[src/hw/rtl/ps2_set1_scancode_to_ascii_defines.svh]
// assertion macros shared by the rtl of the scancode decoder
// needs nothing; included by files that carry concurrent assertions
`ifndef PS2_SET1_SCANCODE_TO_ASCII_DEFINES_SVH
`define PS2_SET1_SCANCODE_TO_ASCII_DEFINES_SVH

// same-cycle implication, skipped while reset is high
`define PS2S1_ASSERT_NOW(lbl, clk, rst, ante, cons) \
   lbl: assert property (@(posedge clk) disable iff (rst) (ante) |-> (cons)) \
      else $error("ps2s1 check failed");

// next-cycle implication, skipped while reset is high
`define PS2S1_ASSERT_NEXT(lbl, clk, rst, ante, cons) \
   lbl: assert property (@(posedge clk) disable iff (rst) (ante) |=> (cons)) \
      else $error("ps2s1 check failed");

`endif

[src/hw/rtl/ps2s1_pkg.sv]
// types, scancode constants and keymap tables of the scancode decoder
// depends on nothing
`default_nettype none

package ps2s1_pkg;

   localparam int unsigned CODE_W = 8;
   localparam int unsigned KEY_W  = 7;
   localparam int unsigned CHAR_W = 7;

   localparam logic [CODE_W-1:0] PREFIX_CODE  = 8'hE0;
   localparam int unsigned       RELEASE_BIT  = 7;
   localparam logic [KEY_W-1:0]  ALTGR_KEY    = 7'h38;
   localparam logic [KEY_W-1:0]  LSHIFT_KEY   = 7'h2A;
   localparam logic [KEY_W-1:0]  RSHIFT_KEY   = 7'h36;
   localparam logic [CHAR_W-1:0] NO_CHAR      = 7'h00;

   // modifier state handed to the keymap
   typedef struct packed {
      logic shifted;
      logic altgr;
   } mods_type;

   // unshifted us layout
   function automatic logic [CHAR_W-1:0] base_char(input logic [KEY_W-1:0] key);
      logic [CHAR_W-1:0] ch;
      unique case (key)
         7'h01: ch = 7'h1B;
         7'h02: ch = 7'h31;
         7'h03: ch = 7'h32;
         7'h04: ch = 7'h33;
         7'h05: ch = 7'h34;
         7'h06: ch = 7'h35;
         7'h07: ch = 7'h36;
         7'h08: ch = 7'h37;
         7'h09: ch = 7'h38;
         7'h0A: ch = 7'h39;
         7'h0B: ch = 7'h30;
         7'h0C: ch = 7'h2D;
         7'h0D: ch = 7'h3D;
         7'h0E: ch = 7'h08;
         7'h0F: ch = 7'h09;
         7'h10: ch = 7'h71;
         7'h11: ch = 7'h77;
         7'h12: ch = 7'h65;
         7'h13: ch = 7'h72;
         7'h14: ch = 7'h74;
         7'h15: ch = 7'h79;
         7'h16: ch = 7'h75;
         7'h17: ch = 7'h69;
         7'h18: ch = 7'h6F;
         7'h19: ch = 7'h70;
         7'h1A: ch = 7'h5B;
         7'h1B: ch = 7'h5D;
         7'h1C: ch = 7'h0A;
         7'h1E: ch = 7'h61;
         7'h1F: ch = 7'h73;
         7'h20: ch = 7'h64;
         7'h21: ch = 7'h66;
         7'h22: ch = 7'h67;
         7'h23: ch = 7'h68;
         7'h24: ch = 7'h6A;
         7'h25: ch = 7'h6B;
         7'h26: ch = 7'h6C;
         7'h27: ch = 7'h3B;
         7'h28: ch = 7'h27;
         7'h29: ch = 7'h60;
         7'h2B: ch = 7'h5C;
         7'h2C: ch = 7'h7A;
         7'h2D: ch = 7'h78;
         7'h2E: ch = 7'h63;
         7'h2F: ch = 7'h76;
         7'h30: ch = 7'h62;
         7'h31: ch = 7'h6E;
         7'h32: ch = 7'h6D;
         7'h33: ch = 7'h2C;
         7'h34: ch = 7'h2E;
         7'h35: ch = 7'h2F;
         7'h37: ch = 7'h2A;
         7'h39: ch = 7'h20;
         default: ch = NO_CHAR;
      endcase
      return ch;
   endfunction

   // shifted us layout
   function automatic logic [CHAR_W-1:0] shift_char(input logic [KEY_W-1:0] key);
      logic [CHAR_W-1:0] ch;
      unique case (key)
         7'h01: ch = 7'h1B;
         7'h02: ch = 7'h21;
         7'h03: ch = 7'h40;
         7'h04: ch = 7'h23;
         7'h05: ch = 7'h24;
         7'h06: ch = 7'h25;
         7'h07: ch = 7'h5E;
         7'h08: ch = 7'h26;
         7'h09: ch = 7'h2A;
         7'h0A: ch = 7'h28;
         7'h0B: ch = 7'h29;
         7'h0C: ch = 7'h5F;
         7'h0D: ch = 7'h2B;
         7'h0E: ch = 7'h08;
         7'h0F: ch = 7'h09;
         7'h10: ch = 7'h51;
         7'h11: ch = 7'h57;
         7'h12: ch = 7'h45;
         7'h13: ch = 7'h52;
         7'h14: ch = 7'h54;
         7'h15: ch = 7'h59;
         7'h16: ch = 7'h55;
         7'h17: ch = 7'h49;
         7'h18: ch = 7'h4F;
         7'h19: ch = 7'h50;
         7'h1A: ch = 7'h7B;
         7'h1B: ch = 7'h7D;
         7'h1C: ch = 7'h0A;
         7'h1E: ch = 7'h41;
         7'h1F: ch = 7'h53;
         7'h20: ch = 7'h44;
         7'h21: ch = 7'h46;
         7'h22: ch = 7'h47;
         7'h23: ch = 7'h48;
         7'h24: ch = 7'h4A;
         7'h25: ch = 7'h4B;
         7'h26: ch = 7'h4C;
         7'h27: ch = 7'h3A;
         7'h28: ch = 7'h22;
         7'h29: ch = 7'h7E;
         7'h2B: ch = 7'h7C;
         7'h2C: ch = 7'h5A;
         7'h2D: ch = 7'h58;
         7'h2E: ch = 7'h43;
         7'h2F: ch = 7'h56;
         7'h30: ch = 7'h42;
         7'h31: ch = 7'h4E;
         7'h32: ch = 7'h4D;
         7'h33: ch = 7'h3C;
         7'h34: ch = 7'h3E;
         7'h35: ch = 7'h3F;
         7'h37: ch = 7'h2A;
         7'h39: ch = 7'h20;
         default: ch = NO_CHAR;
      endcase
      return ch;
   endfunction

   // altgr overlay, zero means fall through
   function automatic logic [CHAR_W-1:0] altgr_char(input logic [KEY_W-1:0] key);
      logic [CHAR_W-1:0] ch;
      unique case (key)
         7'h03: ch = 7'h40;
         7'h04: ch = 7'h23;
         7'h08: ch = 7'h7B;
         7'h09: ch = 7'h5B;
         7'h0A: ch = 7'h5D;
         7'h0B: ch = 7'h7D;
         7'h10: ch = 7'h40;
         7'h1A: ch = 7'h5B;
         7'h1B: ch = 7'h5D;
         7'h27: ch = 7'h40;
         7'h28: ch = 7'h23;
         default: ch = NO_CHAR;
      endcase
      return ch;
   endfunction

   // altgr plus shift overlay
   function automatic logic [CHAR_W-1:0] altgr_shift_char(
      input logic [KEY_W-1:0] key
   );
      logic [CHAR_W-1:0] ch;
      unique case (key)
         7'h1A: ch = 7'h7B;
         7'h1B: ch = 7'h7D;
         default: ch = NO_CHAR;
      endcase
      return ch;
   endfunction

endpackage

`default_nettype wire

[src/hw/rtl/ps2s1_if.sv]
// request and response channel interfaces of the scancode decoder
// depends on ps2s1_pkg for the field widths
`default_nettype none

interface ps2s1_req_if;
   logic                           valid;
   logic                           ready;
   logic [ps2s1_pkg::CODE_W-1:0]   scancode;

   modport source (output valid, output scancode, input ready);
   modport sink   (input valid, input scancode, output ready);
endinterface

interface ps2s1_rsp_if;
   logic                           valid;
   logic                           ready;
   logic [ps2s1_pkg::CHAR_W-1:0]   character;

   modport source (output valid, output character, input ready);
   modport sink   (input valid, input character, output ready);
endinterface

`default_nettype wire

[src/hw/rtl/ps2_set1_scancode_to_ascii.sv]
// top level of the set-1 scancode to ascii decoder
// depends on ps2s1_pkg, ps2s1_if, ps2s1_keymap and the assertion macro header
//
//   channel   dir   payload            meaning
//   req_chan  in    scancode  [7:0]    raw keyboard byte, one per request
//   rsp_chan  out   character [6:0]    ascii of a pressed key, only when nonzero
//
// one request per cycle unless an untaken response stalls; a result appears
// in the response register in the cycle after its request and waits until taken
// the decode and the keymap lookup are one short pass into that register
// a request is taken while the response register is empty or being drained
// synchronous reset clears the modifier flags, the prefix and the response valid
// ready stays low while reset is high
`default_nettype none

`include "ps2_set1_scancode_to_ascii_defines.svh"

module ps2_set1_scancode_to_ascii (
   input wire logic  clock,
   input wire logic  reset,
   ps2s1_req_if.sink req_chan,
   ps2s1_rsp_if.source rsp_chan
);
   import ps2s1_pkg::*;

   // modifier and prefix flags
   logic left_shift_ff,  left_shift_in;
   logic right_shift_ff, right_shift_in;
   logic altgr_ff,       altgr_in;
   logic prefix_ff,      prefix_in;

   // response register
   logic              rsp_valid_ff, rsp_valid_in;
   logic [CHAR_W-1:0] rsp_char_ff,  rsp_char_in;

   logic              accept;
   logic              key_up;
   logic [KEY_W-1:0]  key;
   logic              is_prefix;
   logic              hit;
   mods_type          mods;
   logic [CHAR_W-1:0] lookup_char;

   // take a request whenever the response slot frees up this cycle
   assign req_chan.ready = !reset && (!rsp_valid_ff || rsp_chan.ready);
   assign accept         = req_chan.valid && req_chan.ready;

   assign key_up     = req_chan.scancode[RELEASE_BIT];
   assign key        = req_chan.scancode[KEY_W-1:0];
   assign is_prefix  = (req_chan.scancode == PREFIX_CODE);

   // either shift counts
   assign mods.shifted = left_shift_ff || right_shift_ff;
   assign mods.altgr   = altgr_ff;

   ps2s1_keymap u_keymap (
      .key       (key),
      .mods      (mods),
      .character (lookup_char)
   );

   // flag updates and press detection for the byte being taken
   always_comb begin
      left_shift_in  = left_shift_ff;
      right_shift_in = right_shift_ff;
      altgr_in       = altgr_ff;
      prefix_in      = prefix_ff;
      hit            = 1'b0;
      if (accept) begin
         priority if (is_prefix) begin
            // repeated prefix just stays armed
            prefix_in = 1'b1;
         end else if (prefix_ff) begin
            // extended key is swallowed, only right alt matters
            prefix_in = 1'b0;
            if (key == ALTGR_KEY) begin
               altgr_in = !key_up;
            end
         end else if (key == LSHIFT_KEY) begin
            left_shift_in = !key_up;
         end else if (key == RSHIFT_KEY) begin
            right_shift_in = !key_up;
         end else if (!key_up) begin
            // unmapped keys give nothing
            hit = (lookup_char != NO_CHAR);
         end
      end
   end

   // response slot: load on a hit, drop once taken
   always_comb begin
      rsp_char_in = rsp_char_ff;
      if (accept) begin
         rsp_valid_in = hit;
         if (hit) begin
            rsp_char_in = lookup_char;
         end
      end else begin
         rsp_valid_in = rsp_valid_ff && !rsp_chan.ready;
      end
   end

   always_ff @(posedge clock) begin
      if (reset) begin
         left_shift_ff  <= 1'b0;
         right_shift_ff <= 1'b0;
         altgr_ff       <= 1'b0;
         prefix_ff      <= 1'b0;
         rsp_valid_ff   <= 1'b0;
      end else begin
         left_shift_ff  <= left_shift_in;
         right_shift_ff <= right_shift_in;
         altgr_ff       <= altgr_in;
         prefix_ff      <= prefix_in;
         rsp_valid_ff   <= rsp_valid_in;
      end
   end

   // payload needs no reset
   always_ff @(posedge clock) begin
      rsp_char_ff <= rsp_char_in;
   end

   assign rsp_chan.valid     = rsp_valid_ff;
   assign rsp_chan.character = rsp_char_ff;

   // a prefix byte arms the prefix for the next request
   `PS2S1_ASSERT_NEXT(a_prefix_arms, clock, reset, accept && is_prefix, prefix_ff)

   // any other byte after a prefix disarms it and yields nothing
   `PS2S1_ASSERT_NEXT(a_prefix_consumed, clock, reset,
      accept && prefix_ff && !is_prefix, !prefix_ff && !rsp_valid_ff)

   // a release outside the prefix never produces a character
   `PS2S1_ASSERT_NEXT(a_release_silent, clock, reset,
      accept && !prefix_ff && key_up, !rsp_valid_ff)

   // a shown response always carries a real character
   `PS2S1_ASSERT_NOW(a_rsp_nonzero, clock, reset, rsp_valid_ff, rsp_char_ff != NO_CHAR)

endmodule

`default_nettype wire

[src/hw/rtl/ps2s1_keymap.sv]
// keymap lookup: picks the character of a key from the layout tables
// depends on ps2s1_pkg
`default_nettype none

module ps2s1_keymap (
   input  wire logic [ps2s1_pkg::KEY_W-1:0]  key,
   input  wire ps2s1_pkg::mods_type          mods,
   output      logic [ps2s1_pkg::CHAR_W-1:0] character
);
   import ps2s1_pkg::*;

   logic [CHAR_W-1:0] ag_shift_ch;
   logic [CHAR_W-1:0] ag_ch;
   logic [CHAR_W-1:0] plain_ch;

   assign ag_shift_ch = altgr_shift_char(key);
   assign ag_ch       = altgr_char(key);
   assign plain_ch    = mods.shifted ? shift_char(key) : base_char(key);

   // first nonzero overlay entry wins
   always_comb begin
      priority if (mods.altgr && mods.shifted && (ag_shift_ch != NO_CHAR)) begin
         character = ag_shift_ch;
      end else if (mods.altgr && (ag_ch != NO_CHAR)) begin
         character = ag_ch;
      end else begin
         character = plain_ch;
      end
   end

endmodule

`default_nettype wire
[src/flat_wrapper.sv]
// flat-port wrapper written by rule: the top's interface ports become plain ports
module ps2_set1_scancode_to_ascii_flat import ps2s1_pkg::*;
  (clock, reset, req_chan_valid, req_chan_scancode, req_chan_ready, rsp_chan_valid, rsp_chan_character, rsp_chan_ready);
  ps2s1_req_if req_chan_i ();
  ps2s1_rsp_if rsp_chan_i ();
  input wire logic clock;
  input wire logic reset;
  input wire logic [$bits(req_chan_i.valid)-1:0] req_chan_valid;
  input wire logic [$bits(req_chan_i.scancode)-1:0] req_chan_scancode;
  output wire logic [$bits(req_chan_i.ready)-1:0] req_chan_ready;
  output wire logic [$bits(rsp_chan_i.valid)-1:0] rsp_chan_valid;
  output wire logic [$bits(rsp_chan_i.character)-1:0] rsp_chan_character;
  input wire logic [$bits(rsp_chan_i.ready)-1:0] rsp_chan_ready;
  assign req_chan_i.valid = req_chan_valid;
  assign req_chan_i.scancode = req_chan_scancode;
  assign req_chan_ready = req_chan_i.ready;
  assign rsp_chan_valid = rsp_chan_i.valid;
  assign rsp_chan_character = rsp_chan_i.character;
  assign rsp_chan_i.ready = rsp_chan_ready;
  ps2_set1_scancode_to_ascii u_core (.clock(clock), .reset(reset), .req_chan(req_chan_i), .rsp_chan(rsp_chan_i));
endmodule
[config.mk]
export PLATFORM = sky130hd
export DESIGN_NAME = ps2_set1_scancode_to_ascii_flat
export DESIGN_NICKNAME = d
export VERILOG_FILES = /design/src/hw/rtl/ps2s1_pkg.sv /design/src/hw/rtl/ps2s1_if.sv /design/src/hw/rtl/ps2_set1_scancode_to_ascii.sv /design/src/hw/rtl/ps2s1_keymap.sv /design/src/flat_wrapper.sv
export VERILOG_INCLUDE_DIRS = /design/src /design/src/hw/rtl
export SDC_FILE = /design/constraint.sdc
export NUM_CORES = 1
export LEC_CHECK = 0
export BUFFER_PORTS_ARGS = -buffer_cell sky130_fd_sc_hd__buf_2
export CAP_MARGIN = 10
export CORE_MARGIN = 4
export CORE_UTILIZATION = 60
export CTS_CLUSTER_SIZE = 25
export DETAILED_ROUTE_END_ITERATION = 12
export PLACE_DENSITY = 0.81
export REMOVE_ABC_BUFFERS = 1
export SETUP_SLACK_MARGIN = 0.4
export SLEW_MARGIN = 20
export SYNTH_ARGS = -nofsm -noshare
export SYNTH_HDL_FRONTEND = slang
export SYNTH_SLANG_ARGS = --single-unit
export TNS_END_PERCENT = 10
[constraint.sdc]
create_clock -name clock -period 4.9 [get_ports clock]
set_clock_uncertainty 0.1 [all_clocks]
set_input_delay 1.225 -clock clock [delete_from_list [all_inputs] [get_ports clock]]
set_output_delay 1.225 -clock clock [all_outputs]
set_load 0.005 [all_outputs]
==> flow_metrics.tcl <==
set metrics [dict create \
    cp-end-kind "flop" \
    finalPower_mw 0.322 \
    min_path_type "reg -> reg" \
    cts_resized 0 \
    ys.flop_type "edfxtp_1" \
    ir_drop_mv 0.137 \
    synth_area_leader_cell "edfxtp_1" \
    wl_per_cell_um 18.2 \
    cp-start-kind "input port" \
    dp_cells 321 \
    tightest_slew_ns 0.640 \
    fp-row-count 21 \
    antenna_cells 0 \
    synthTopCellsByArea "edfxtp_1 9.9%, ha_1 7.1%, a21oi_1 5.0%, dfxtp_1 4.7%, nand2b_1 4.4%" \
    clock-root-buffer "clkbuf_4" \
    clk_pin_slew_ns 0.08 \
    overflow 0 \
    fin_cells 325 \
    switchingPower_mw 0.128 \
    critPathKind "in -> reg" \
    comb_power_share 0.453 \
    max-cap-violations 0 \
    synth_top_family_by_area "simple AND/OR/NAND/NOR gates" \
    coreArea_mm2 0.00336 \
    p_leak_nw 0.828 \
    synth_fa_ha_area_frac 0.0709 \
    place_congestion 1.01 \
    clk_latency_ns 0.28 \
    finalNetCount 304 \
    fp.dieW_um 67.4 \
    drc 0 \
    drtPass1Iterations 5 \
    grtUsageMet2 0.426 \
    hold_violations 0 \
    min_path_cells 2 \
    grt_pass1_vias 1915 \
    antenna_found_initial 0 \
    syn2layout_area_growth_pct 2.31 \
    ys_ff_latch 12 \
    fp.dieH_um 67.4 \
    start_util 0.629 \
    htree_levels 1 \
    cts_buffers 3 \
    synth_mux_area_frac 0.0384 \
    layout-drive-gt1-share 0.165 \
    synth_most_common_cell "nor2_1" \
    synthDominantCellAreaShare 0.0993 \
    rsz0062_at_grt "no" \
    finalHoldWorstSlack_ns 0.383 \
    powerDensity_mw_per_mm2 149 \
    clock_power_share 0.204 \
    busiest_layer "met2" \
    drtAntennaViolNets 0 \
    status "finished, final reports clean" \
    nFillCells 313 \
    intPower_mw 0.194 \
    viasPerCell 6.85 \
    ys_warn_count 0 \
    period_share 0.865 \
    cts_setup_buffers 0 \
    port_buffers 20 \
    place_area_mm2 0.00214 \
    fmax_mhz 236 \
    syn_area_mm2 0.00212 \
    syn_inst 274 \
    setup-violations-final 0 \
    slew_violations 0 \
    switching_share 0.397 \
    synth-edff-count 7 \
    grt_usage 0.275 \
    avgSynthCellArea_um2 7.73 \
    met3_usage 0.0632 \
    tns_ns 0 \
    synthArstFlopShare 0 \
    grt_max_degree 37 \
    drt_iter0_markers 287 \
    synthTopCellsByCount "22 x nor2_1, 21 x a21oi_1, 15 x nand2b_1, 14 x nand2_1, 14 x nor2b_1" \
    slew_headroom 0.573 \
    crit_fanout 15 \
    yosys.area_share.simple 0.322 \
    seqPwrFrac 0.343 \
    period_needed_ns 4.24 \
    use_met1 0.384 \
    yosysUniqueCellTypes 69 \
    postCtsHoldBufs 0 \
    num_vias 2226 \
    io-pin-count 21 \
    cts_tree "done" \
    wirelength_mm 5.93 \
    synth-xor-area-share 0.00827 \
    worstPathArrival_ns 4.06 \
    required_ns 4.72 \
    cts.sinks 12 \
    dp_hpwl_mm 4.25 \
    die_area_mm2 0.00454 \
    post-route-cell-area_mm2 0.00217 \
    synth_compound_area_frac 0.313 \
    worst_r2r_path_depth 7 \
    clk_path_buf_depth 2 \
    grt_pass1_wl_mm 9.59 \
    ys_seq_area_frac 0.147 \
]
[power by group through the flow]
stage	Combinational [mW]	Sequential, mW	Clock, mW
after CTS	0.142	0.111	0.0657
after detailed placement	0.141	0.113	0
after floorplan	0.0869	0.113	0
after global routing	0.158	0.111	0.0718
after global placement	0.140	0.113	0
final	0.146	0.110	0.0658
[placed cells by master, fill, tap and decap left out, drive strengths merged, types with 3 or more instances in the layout]
| cell | synthesis | routed |
|---|---|---|
| inv | 11 | 11 |
| a31oi | 5 | 5 |
| a21o | 3 | 3 |
| nand2 | 14 | 14 |
| nor4 | 9 | 9 |
| nor3b | 4 | 4 |
| or2 | 7 | 7 |
| mux2i | 7 | 7 |
| a211oi | 8 | 8 |
| nor2b | 14 | 14 |
| buf | 16 | 25 |
| ha | 12 | 12 |
| o211ai | 4 | 4 |
| o31ai | 3 | 3 |
| nor2 | 22 | 22 |
| o221ai | 4 | 4 |
| edfxtp | 7 | 7 |
| clkbuf | 8 | 3 |
| nor3 | 11 | 11 |
| nand2b | 15 | 15 |
| a311oi | 3 | 3 |
| o21ai | 11 | 11 |
| dfxtp | 5 | 5 |
| a21oi | 22 | 22 |
| a211o | 3 | 3 |
| nand3 | 8 | 8 |
[stage by stage]
step                      setup WS [ns]   util
final                             0.661  0.644
after global routing              0.440  0.644
after CTS                         0.713  0.644
after detailed placement          0.410  0.636
after global placement            0.523  0.636
after floorplan                    1.09      -
[final cells by class]
class                   instances  area [um2]  area share
repair buffers                 25         138      0.0635
flip-flops and latches         12         310       0.143
clock inverters                 1        3.75     0.00173
well taps                      46        57.6      0.0266
multi-input cells             227        1590       0.735
clock buffers                   3        22.5      0.0104
inverters                      11        41.3      0.0191
[logic make-up after synthesis]
| group | after synthesis |
|---|---|
| AND/OR/NAND/NOR | 119 |
| AO/OA/AOI/OAI | 86 |
| multiplexers | 8 |
| buffers and inverters | 35 |
| flip-flops | 12 |
| adder cells (fa/ha/maj) | 12 |
| XOR/XNOR | 2 |
[path summary, 6_finish.rpt]
kind | startpoint | to | slack (ns)
worst min-delay path | u_core.prefix_ff$_SDFFE_PP0P_ | u_core.prefix_ff$_SDFFE_PP0P_ | 0.38
worst max register to register | u_core.left_shift_ff$_SDFFE_PP0P_ | u_core.rsp_chan.character[6]$_DFFE_PP_ | 2.00
worst min register to register | u_core.prefix_ff$_SDFFE_PP0P_ | u_core.prefix_ff$_SDFFE_PP0P_ | 0.38
worst max-delay path | req_chan_scancode[0] | u_core.rsp_chan.character[6]$_DFFE_PP_ | 0.66
[state kept, by name, summed over array words and instances, names as in the netlist]
signal and cells:
u_core.prefix_ff 1, u_core.right_shift_ff 1, u_core.altgr_ff 1, u_core.rsp_chan.character 7
u_core.rsp_chan.valid 1, u_core.left_shift_ff 1
[critical path, stage by stage]
cell and delay (ns):
buf_2 0.28, inv_1 0.16, ha_1 0.40, nor3b_2 0.25
a22oi_4 0.22, a41oi_2 0.19, or4_4 0.59, o32ai_4 0.15
nor3_2 0.07, a21boi_1 0.51
[layer usage]
metal,vias to the layer above,routed length [um],share of wire
li1,1032,-,-
met1,1040,2440,0.41
met2,134,2750,0.46
met3,20,604,0.10
met4,0,137,0.023
met5,-,0,0
(Power assumes the default switching activity.)
